$ cat src/rtl/aar_pkg.sv
package aar_pkg;

  localparam int FRAC_BITS  = 16;
  localparam int ELEM_W     = 32;
  localparam int ANGLE_W    = 16;
  localparam int COEF_W     = 20;
  localparam int MUL_W      = 33;
  localparam int PROD_W     = 2 * MUL_W;
  localparam int ACC_W      = PROD_W + 2;
  localparam int LEN_W      = 64;
  localparam int ZANG_W     = 33;
  localparam int STEP_W     = 5;
  localparam int CORDIC_STEPS = 16;
  localparam int DIV_Q_BITS = FRAC_BITS + 2;

  localparam logic [1:0] COL_LAST = 2'd3;
  localparam logic [1:0] COL_FIRST = 2'd0;

  localparam int GAIN_Q30 = 652032874;
  localparam logic signed [COEF_W-1:0] COEF_ONE = COEF_W'(1 << FRAC_BITS);
  localparam logic signed [COEF_W-1:0] CORDIC_X0 =
    COEF_W'((GAIN_Q30 + (1 << (30 - FRAC_BITS - 1))) >> (30 - FRAC_BITS));

  typedef logic signed [ELEM_W-1:0] elem_t;
  typedef logic signed [COEF_W-1:0] coef_t;

  typedef enum logic [4:0] {
    OP_NOP,
    OP_LOAD,
    OP_SQ,
    OP_SQRT_INIT,
    OP_SQRT_STEP,
    OP_DIV_INIT,
    OP_DIV_STEP,
    OP_DIV_DONE,
    OP_COR_INIT,
    OP_COR_STEP,
    OP_COR_DONE,
    OP_US,
    OP_PP,
    OP_RT,
    OP_MAC,
    OP_RES,
    OP_COPY
  } op_t;

  typedef enum logic [3:0] {
    ST_IDLE,
    ST_LEN,
    ST_ZCHK,
    ST_SQRT,
    ST_DIV,
    ST_COR,
    ST_US,
    ST_COEF,
    ST_MAC,
    ST_COPY,
    ST_EMIT
  } state_t;

  typedef struct packed {
    op_t              op;
    logic [1:0]       col;
    logic [1:0]       row;
    logic [3:0]       ridx;
    logic [STEP_W-1:0] cnt;
  } cmd_t;

  typedef struct packed {
    logic zero;
  } sts_t;

  // Arctangent of 2^-i, in units of 2^-32 turn.
  function automatic logic signed [ZANG_W-1:0] atan_turn(input logic [STEP_W-1:0] i);
    logic signed [ZANG_W-1:0] v;
    case (i)
      5'd0:  v = 33'sd536870912;
      5'd1:  v = 33'sd316933405;
      5'd2:  v = 33'sd167458907;
      5'd3:  v = 33'sd85004756;
      5'd4:  v = 33'sd42667331;
      5'd5:  v = 33'sd21354465;
      5'd6:  v = 33'sd10679838;
      5'd7:  v = 33'sd5340245;
      5'd8:  v = 33'sd2670163;
      5'd9:  v = 33'sd1335086;
      5'd10: v = 33'sd667544;
      5'd11: v = 33'sd333772;
      5'd12: v = 33'sd166886;
      5'd13: v = 33'sd83443;
      5'd14: v = 33'sd41721;
      5'd15: v = 33'sd20860;
      5'd16: v = 33'sd10430;
      5'd17: v = 33'sd5215;
      5'd18: v = 33'sd2607;
      5'd19: v = 33'sd1303;
      5'd20: v = 33'sd651;
      5'd21: v = 33'sd325;
      5'd22: v = 33'sd162;
      5'd23: v = 33'sd81;
      5'd24: v = 33'sd40;
      5'd25: v = 33'sd20;
      5'd26: v = 33'sd10;
      5'd27: v = 33'sd5;
      5'd28: v = 33'sd2;
      5'd29: v = 33'sd1;
      default: v = '0;
    endcase
    return v;
  endfunction

endpackage

$ cat src/rtl/aar_ctrl.sv
module aar_ctrl (
  input  logic          clk,
  input  logic          rst_n,
  input  logic          in_valid,
  input  logic [1:0]    in_column_index,
  input  logic          out_stall,
  input  aar_pkg::sts_t sts,
  output logic          in_stall,
  output logic          out_valid,
  output aar_pkg::cmd_t cmd
);

  localparam logic [aar_pkg::STEP_W-1:0] LEN_END  = 5'd5;
  localparam logic [aar_pkg::STEP_W-1:0] SQRT_END = 5'd31;
  localparam logic [aar_pkg::STEP_W-1:0] DIV_END  = aar_pkg::STEP_W'(aar_pkg::DIV_Q_BITS + 1);
  localparam logic [aar_pkg::STEP_W-1:0] COR_END  = aar_pkg::STEP_W'(aar_pkg::CORDIC_STEPS + 1);
  localparam logic [aar_pkg::STEP_W-1:0] MAC_END  = 5'd4;
  localparam logic [3:0] LAST_ELEM = 4'd11;
  localparam logic [3:0] LAST_COEF = 4'b1010;

  aar_pkg::state_t state_r, state_nxt;
  logic [aar_pkg::STEP_W-1:0] idx_r, idx_nxt;
  logic [3:0] n_r, n_nxt;

  always_ff @(posedge clk) begin
    if (!rst_n) begin
      state_r <= aar_pkg::ST_IDLE;
      idx_r   <= '0;
      n_r     <= '0;
    end else begin
      state_r <= state_nxt;
      idx_r   <= idx_nxt;
      n_r     <= n_nxt;
    end
  end

  always_comb begin
    state_nxt = state_r;
    idx_nxt   = idx_r;
    n_nxt     = n_r;
    unique case (state_r)
      aar_pkg::ST_IDLE: begin
        if (in_valid && in_column_index == aar_pkg::COL_LAST) begin
          state_nxt = aar_pkg::ST_LEN;
          idx_nxt   = '0;
        end
      end
      aar_pkg::ST_LEN: begin
        if (idx_r == LEN_END) state_nxt = aar_pkg::ST_ZCHK;
        else idx_nxt = idx_r + 1'b1;
      end
      aar_pkg::ST_ZCHK: begin
        idx_nxt = '0;
        n_nxt   = '0;
        state_nxt = sts.zero ? aar_pkg::ST_COPY : aar_pkg::ST_SQRT;
      end
      aar_pkg::ST_SQRT: begin
        if (idx_r == SQRT_END) begin
          state_nxt = aar_pkg::ST_DIV;
          idx_nxt   = '0;
          n_nxt     = '0;
        end else idx_nxt = idx_r + 1'b1;
      end
      aar_pkg::ST_DIV: begin
        if (idx_r == DIV_END) begin
          idx_nxt = '0;
          if (n_r == 4'd2) state_nxt = aar_pkg::ST_COR;
          else n_nxt = n_r + 1'b1;
        end else idx_nxt = idx_r + 1'b1;
      end
      aar_pkg::ST_COR: begin
        if (idx_r == COR_END) begin
          state_nxt = aar_pkg::ST_US;
          idx_nxt   = '0;
          n_nxt     = '0;
        end else idx_nxt = idx_r + 1'b1;
      end
      aar_pkg::ST_US: begin
        if (idx_r[0]) begin
          idx_nxt = '0;
          if (n_r == 4'd2) begin
            state_nxt = aar_pkg::ST_COEF;
            n_nxt     = '0;
          end else n_nxt = n_r + 1'b1;
        end else idx_nxt = idx_r + 1'b1;
      end
      aar_pkg::ST_COEF: begin
        // n holds {row of u, column of u}, column wraps at two
        if (idx_r == 5'd3) begin
          idx_nxt = '0;
          if (n_r == LAST_COEF) begin
            state_nxt = aar_pkg::ST_MAC;
            n_nxt     = '0;
          end else if (n_r[1:0] == 2'd2) n_nxt = {n_r[3:2] + 1'b1, 2'd0};
          else n_nxt = n_r + 1'b1;
        end else idx_nxt = idx_r + 1'b1;
      end
      aar_pkg::ST_MAC: begin
        if (idx_r == MAC_END) begin
          idx_nxt = '0;
          if (n_r == LAST_ELEM) begin
            state_nxt = aar_pkg::ST_EMIT;
            n_nxt     = '0;
          end else n_nxt = n_r + 1'b1;
        end else idx_nxt = idx_r + 1'b1;
      end
      aar_pkg::ST_COPY: begin
        if (n_r == LAST_ELEM) begin
          state_nxt = aar_pkg::ST_EMIT;
          n_nxt     = '0;
        end else n_nxt = n_r + 1'b1;
      end
      aar_pkg::ST_EMIT: begin
        if (!out_stall) begin
          if (n_r[1:0] == aar_pkg::COL_LAST) begin
            state_nxt = aar_pkg::ST_IDLE;
            n_nxt     = '0;
          end else n_nxt = n_r + 1'b1;
        end
      end
      default: state_nxt = aar_pkg::ST_IDLE;
    endcase
  end

  always_comb begin
    in_stall  = (state_r != aar_pkg::ST_IDLE);
    out_valid = (state_r == aar_pkg::ST_EMIT);
    cmd.op    = aar_pkg::OP_NOP;
    cmd.col   = '0;
    cmd.row   = '0;
    cmd.ridx  = '0;
    cmd.cnt   = '0;
    unique case (state_r)
      aar_pkg::ST_IDLE: begin
        if (in_valid) cmd.op = aar_pkg::OP_LOAD;
      end
      aar_pkg::ST_LEN: begin
        if (!idx_r[0]) cmd.op = aar_pkg::OP_SQ;
        cmd.col = idx_r[2:1];
      end
      aar_pkg::ST_ZCHK: cmd.op = aar_pkg::OP_SQRT_INIT;
      aar_pkg::ST_SQRT: cmd.op = aar_pkg::OP_SQRT_STEP;
      aar_pkg::ST_DIV: begin
        cmd.col = n_r[1:0];
        if (idx_r == '0) cmd.op = aar_pkg::OP_DIV_INIT;
        else if (idx_r == DIV_END) cmd.op = aar_pkg::OP_DIV_DONE;
        else cmd.op = aar_pkg::OP_DIV_STEP;
      end
      aar_pkg::ST_COR: begin
        cmd.cnt = idx_r - 1'b1;
        if (idx_r == '0) cmd.op = aar_pkg::OP_COR_INIT;
        else if (idx_r == COR_END) cmd.op = aar_pkg::OP_COR_DONE;
        else cmd.op = aar_pkg::OP_COR_STEP;
      end
      aar_pkg::ST_US: begin
        cmd.col = n_r[1:0];
        if (!idx_r[0]) cmd.op = aar_pkg::OP_US;
      end
      aar_pkg::ST_COEF: begin
        cmd.col  = n_r[1:0];
        cmd.row  = n_r[3:2];
        cmd.ridx = {1'b0, n_r[3:2], 1'b0} + {2'b0, n_r[3:2]} + {2'b0, n_r[1:0]};
        if (idx_r == 5'd0) cmd.op = aar_pkg::OP_PP;
        else if (idx_r == 5'd2) cmd.op = aar_pkg::OP_RT;
      end
      aar_pkg::ST_MAC: begin
        cmd.row  = n_r[1:0];
        cmd.ridx = {1'b0, n_r[3:2], 1'b0} + {2'b0, n_r[3:2]} + {2'b0, idx_r[1:0]};
        if (idx_r < 5'd3) begin
          cmd.op  = aar_pkg::OP_MAC;
          cmd.col = idx_r[1:0];
        end else if (idx_r == MAC_END) begin
          cmd.op  = aar_pkg::OP_RES;
          cmd.col = n_r[3:2];
        end
      end
      aar_pkg::ST_COPY: begin
        cmd.op  = aar_pkg::OP_COPY;
        cmd.col = n_r[3:2];
        cmd.row = n_r[1:0];
      end
      aar_pkg::ST_EMIT: cmd.col = n_r[1:0];
      default: cmd.op = aar_pkg::OP_NOP;
    endcase
  end

endmodule

$ cat config.mk
export PLATFORM = sky130hd
export DESIGN_NAME = aar_ctrl
export DESIGN_NICKNAME = d
export VERILOG_FILES = /design/src/rtl/aar_pkg.sv /design/src/rtl/aar_ctrl.sv
export SDC_FILE = /design/constraint.sdc
export NUM_CORES = 1
export LEC_CHECK = 0
export BUFFER_PORTS_ARGS = -buffer_cell sky130_fd_sc_hd__buf_4
export CELL_PAD_IN_SITES_DETAIL_PLACEMENT = 1
export CELL_PAD_IN_SITES_GLOBAL_PLACEMENT = 1
export CORE_UTILIZATION = 38
export CTS_BUF_LIST = sky130_fd_sc_hd__clkbuf_4 sky130_fd_sc_hd__clkbuf_8 sky130_fd_sc_hd__clkbuf_16
export CTS_CLUSTER_SIZE = 14
export DETAILED_ROUTE_END_ITERATION = 12
export GPL_TIMING_DRIVEN = 0
export PLACE_DENSITY = 0.88
export SLEW_MARGIN = 20
export SYNTH_ARGS = -nofsm -noshare
export SYNTH_HDL_FRONTEND = slang
export SYNTH_SLANG_ARGS = --single-unit
$ cat constraint.sdc
create_clock -name clk -period 2.3 [get_ports clk]
set_input_delay 0.345 -clock clk [delete_from_list [all_inputs] [get_ports clk]]
set_output_delay 0.345 -clock clk [all_outputs]
set_load 0.005 [all_outputs]
# After elaboration in Yosys (flattened, before gate mapping)
# Cells that the tools add are included.
[word_totals]
output_inout_bits = 20
ram_bits = 0
reg_bits = 13
latchBits = 0
romBits = 0
memories = 0
[classes]
n_addsub = 7
mul = 0
n_lt_le_gt_ge = 1
n_reduce_logical = 11
n_eq_ne = 38
bitwise = 0
n_div = 0
muxes = 55
shift = 0
[op_table]
columns = ["cell", "count"]
rows = [
  ["two-way mux 4 bit", 30],
  ["two-way mux 5 bit", 12],
  ["case mux 5 bit (10 select lines)", 1],
  ["case mux 5 bit (9 select lines)", 1],
  ["case mux 4 bit (11 select lines)", 1],
  ["case mux 4 bit (9 select lines)", 1],
  ["inequality test 2 bit (second input constant)", 14],
  ["equality test 4 bit (second input constant)", 5],
  ["nonzero test 9 bit", 2],
  ["equality test 4 x 3 -> 1 bit (second input constant)", 4],
  ["equality test 5 bit (second input constant)", 3],
  ["AND reduction 13 bit", 1],
  ["equality test 4 x 2 -> 1 bit (second input constant)", 3],
  ["equality test 5 x 2 -> 1 bit (second input constant)", 2],
  ["equality test 5 x 3 -> 1 bit (second input constant)", 2],
  ["AND reduction 9 bit", 1],
  ["adder 4 x 2 -> 4 bit", 2],
  ["case mux 2 bit (4 select lines)", 1],
  ["case mux 4 bit (2 select lines)", 1],
  ["two-way mux 7 bit", 1],
  ["equality test 2 bit (second input constant)", 3],
  ["two-way mux 6 bit", 1],
  ["adder 5 x 1 -> 5 bit (second input constant)", 1],
  ["logical NOT 5 bit", 1],
  ["16 further kinds", 18],
]

# Depth between registers and ports, before layout
[depth]
word_depth = 5
depth_mapped = 10

# Least setup slack after synthesis
# OpenSTA, ideal clock, no wires.
[synth_timing]
kind = "reg2out"
startpoint = "register state_r[0]"
endpoint = "output cmd[7] (netlist bit)"
stages_incl_launch_ff = 11
t_required_ns = 1.955
path_slack_ns = -0.276
arrival_ns = 2.231
n_path_buf = 2
cell_sequence = "dfxtp_1 -> buf_2 -> clkbuf_1 -> nor4b_1 -> nand2_1 -> o21ai_0 -> ha_1 -> inv_1 -> fa_1 -> xor2_1 -> nor2_1"
[synth_lines]
columns = ["element", "line_no", "source"]
rows = [
  ["start: declaration", "aar_ctrl.sv:21", "aar_pkg::state_t state_r, state_nxt;"],
  ["start signal: assignment", "aar_ctrl.sv:27", "state_r <= aar_pkg::ST_IDLE;"],
  ["start signal: assignment", "aar_ctrl.sv:31", "state_r <= state_nxt;"],
  ["end: declaration", "aar_ctrl.sv:10", "output aar_pkg::cmd_t cmd"],
]

==> summary.txt <==
Outcome: finished with violations
Failing checks: negative setup slack
Slew at the pin closest to its max-slew limit: 0.737 ns
RSZ-0062 raised after global routing: true
Finish-stage setup viols: 13
PD cells: 1100 nW/um^2
Asr flop ratio synth: 0%
Synthesis-stage register bit count: 13
Vias per Instance: 6.66
CTS tree: done
Slew headroom: 50.7%
Worst clock skew: 0.00297 ns
Placer congestion estimate: 0.933
Yosys top cell area share: 14.1%
Cells after Synth: 258
Cell area after synthesis: 1850 sq um
Largest area contributor in the netlist: dfxtp_1
Met1 usage: 39.3%
Clk_lat worst skew: 0.26 ns
Fin util: 62.2%
Mapped Nets: 283
Fmax: 379 MHz
Iteration count of the initial detailed-routing pass: 5
Crit path DAT: 2.29 ns
CTS root buffer: clkbuf_8
Rows: 24
Core Area: 4500 sq um
Gr ovfl total: 0
H-tree depth: 1
Initial antenna violation count: 0
Post-synth cell types: 60
Max Cap Viol: 0
Clock sink count: 13
Worst-path clk slew: 0.07 ns
Area Growth Syn to Fin: 51.7%
Area contributors post-synth: dfxtp_1 (14%), ha_1 (12%), a21oi_1 (5.7%)
Synth warn: 0
Seq/Total Area, Yosys: 14.1%
Max Root-Sink Buffers: 2
DR DRC count: 0
Busiest layer in global routing: met2
Routed via count: 2,452
Chip height: 71.7 um
CP Launch Type: flip-flop
Num CTS Buffers: 3
Die W: 71.7 um
Diode count: 0
Hold_buf cts: 0
Leak pwr: 1.16 nW
Max-slew violations: 0
Detailed Route WL: 8560 um
Final worst-path cycle share: 115%
Most frequent cells after synthesis: nor2_1 (26), nand2_1 (25), a21oi_1 (21)
Dpl hpwl: 4910 um
Routing usage on met3: 5.06%
Share of cells above drive strength 1: 40.8%
Starting Density: 41.0%
Avg WL per Cell: 23.3 um
Power Total: 3.09 mW
Routed Antenna Nets: 0
PnR worst setup slack: -0.337 ns
Area of the die: 5140 sq um
Final hold viol count: 0
EDFF count, synth: 0
Final min period: 2.64 ns
Vias in the first global route: 2,374
Port bufs: 26
Critical Path RT: 1.96 ns
Starting DRT DRC Count: 202
Num ports: 27
Max IR drop VDD: 0.769 mV
Worst Path Max Fanout: 3
Largest net degree at the start of global routing: 11
Critical path class: flip-flop to output port
GRT Resource Usage Total: 30.8%
Avg Cell Area, Syn: 7.16 sq um
Crit end category: output port
Most used DFF post-synth: dfxtp_1
Fin nets: 342
GR met2 Demand/Resource: 52.9%
Most common cell in the netlist: nor2_1
Min-Delay Path Class: primary input to flip-flop
Global-route wire length before repair: 12,100 um
-- registers in the layout, summed over array words and instances, names as in the netlist --
register  count
state_r       4
n_r           4
idx_r         5
-- cells by family after synthesis --
logic type / share of synthesized area (%)
AOI/OAI and AO/OA: 29.3
xor gates and xnor gates: 2.85
adders and majority gates: 12.6
buffers and inverters: 6.98
DFF: 14.1
and+or+nand+nor: 34.1
-- per-stage QoR --
| step | cell area (sq um) | std cells | hold slack [ns] | setup slack (ns) | setup TNS, ns |
|---|---|---|---|---|---|
| floorplan | 1920 | 258 | 0.473 | -0.000824 | -0.000824 |
| CTS | 2570 | 359 | 0.351 | -0.298 | -1.03 |
| global placement | 2180 | 336 | 0.557 | -0.322 | -2.40 |
| detailed placement | 2180 | 336 | 0.589 | -0.316 | -2.91 |
| finish | 2800 | 368 | 0.370 | -0.337 | -2.09 |
| global route | 2800 | 368 | 0.373 | -0.454 | -2.84 |
-- per-layer routing --
| layer | vias up | wire length (um) |
|---|---|---|
| met2 | 139 | 4190 |
| met3 | 19 | 637 |
| met1 | 1223 | 3530 |
| li1 | 1071 | - |
| met5 | - | 0 |
| met4 | 0 | 206 |
-- layout by cell type (no fill, tap or decap), drive strengths merged, types with 5 or more instances in the layout --
| master | count |
|---|---|
| o21ai | 20 |
| o211ai | 5 |
| a22oi | 7 |
| inv | 12 |
| nand3 | 10 |
| clkbuf | 9 |
| a21oi | 21 |
| nand2 | 25 |
| buf | 66 |
| ha | 17 |
| nor2 | 26 |
| nand2b | 6 |
| dfxtp | 13 |
-- area by class of cell --
class	instances	area, sq um
clock buffer	4	48.8
buffer	15	210
multi-input combinational	215	1680
fill	531	1700
inverter	13	56.3
sequential	13	284
tap	52	65.1
timing repair buffer	56	460
-- power by group --
group          switching [mW]  internal [mW]  total [mW]
logic                    1.31           1.16        2.48
registers              0.0817          0.281       0.363
clock network           0.113          0.135       0.249
-- worst paths after layout --
path | start | end | slack, ns | cells past startpoint
setup / recovery | state_r[0] | cmd[6] | -0.34 | 10
hold reg to reg | idx_r[4] | idx_r[4] | 0.58 | 2
hold / removal | rst_n | state_r[2] | 0.37 | 2
setup reg to reg | idx_r[0] | n_r[2] | -0.16 | 10
-- what timing repair did --
item	in CTS	in global routing
buffers inserted	21	9
pin swaps	14	13
endpoints found under the setup margin	20	18
resized for setup	54	40
-- worst max-delay path, stage by stage (launching register included) --
cell and delay (ns):
dfxtp_2 0.33, buf_6 0.12, clkbuf_16 0.14, nor4b_4 0.30, nand2_1 0.12, o21ai_2 0.07
ha_2 0.21, inv_2 0.04, fa_2 0.51, nor2_1 0.04, buf_4 0.14
Power figures use the tool's default switching activity.
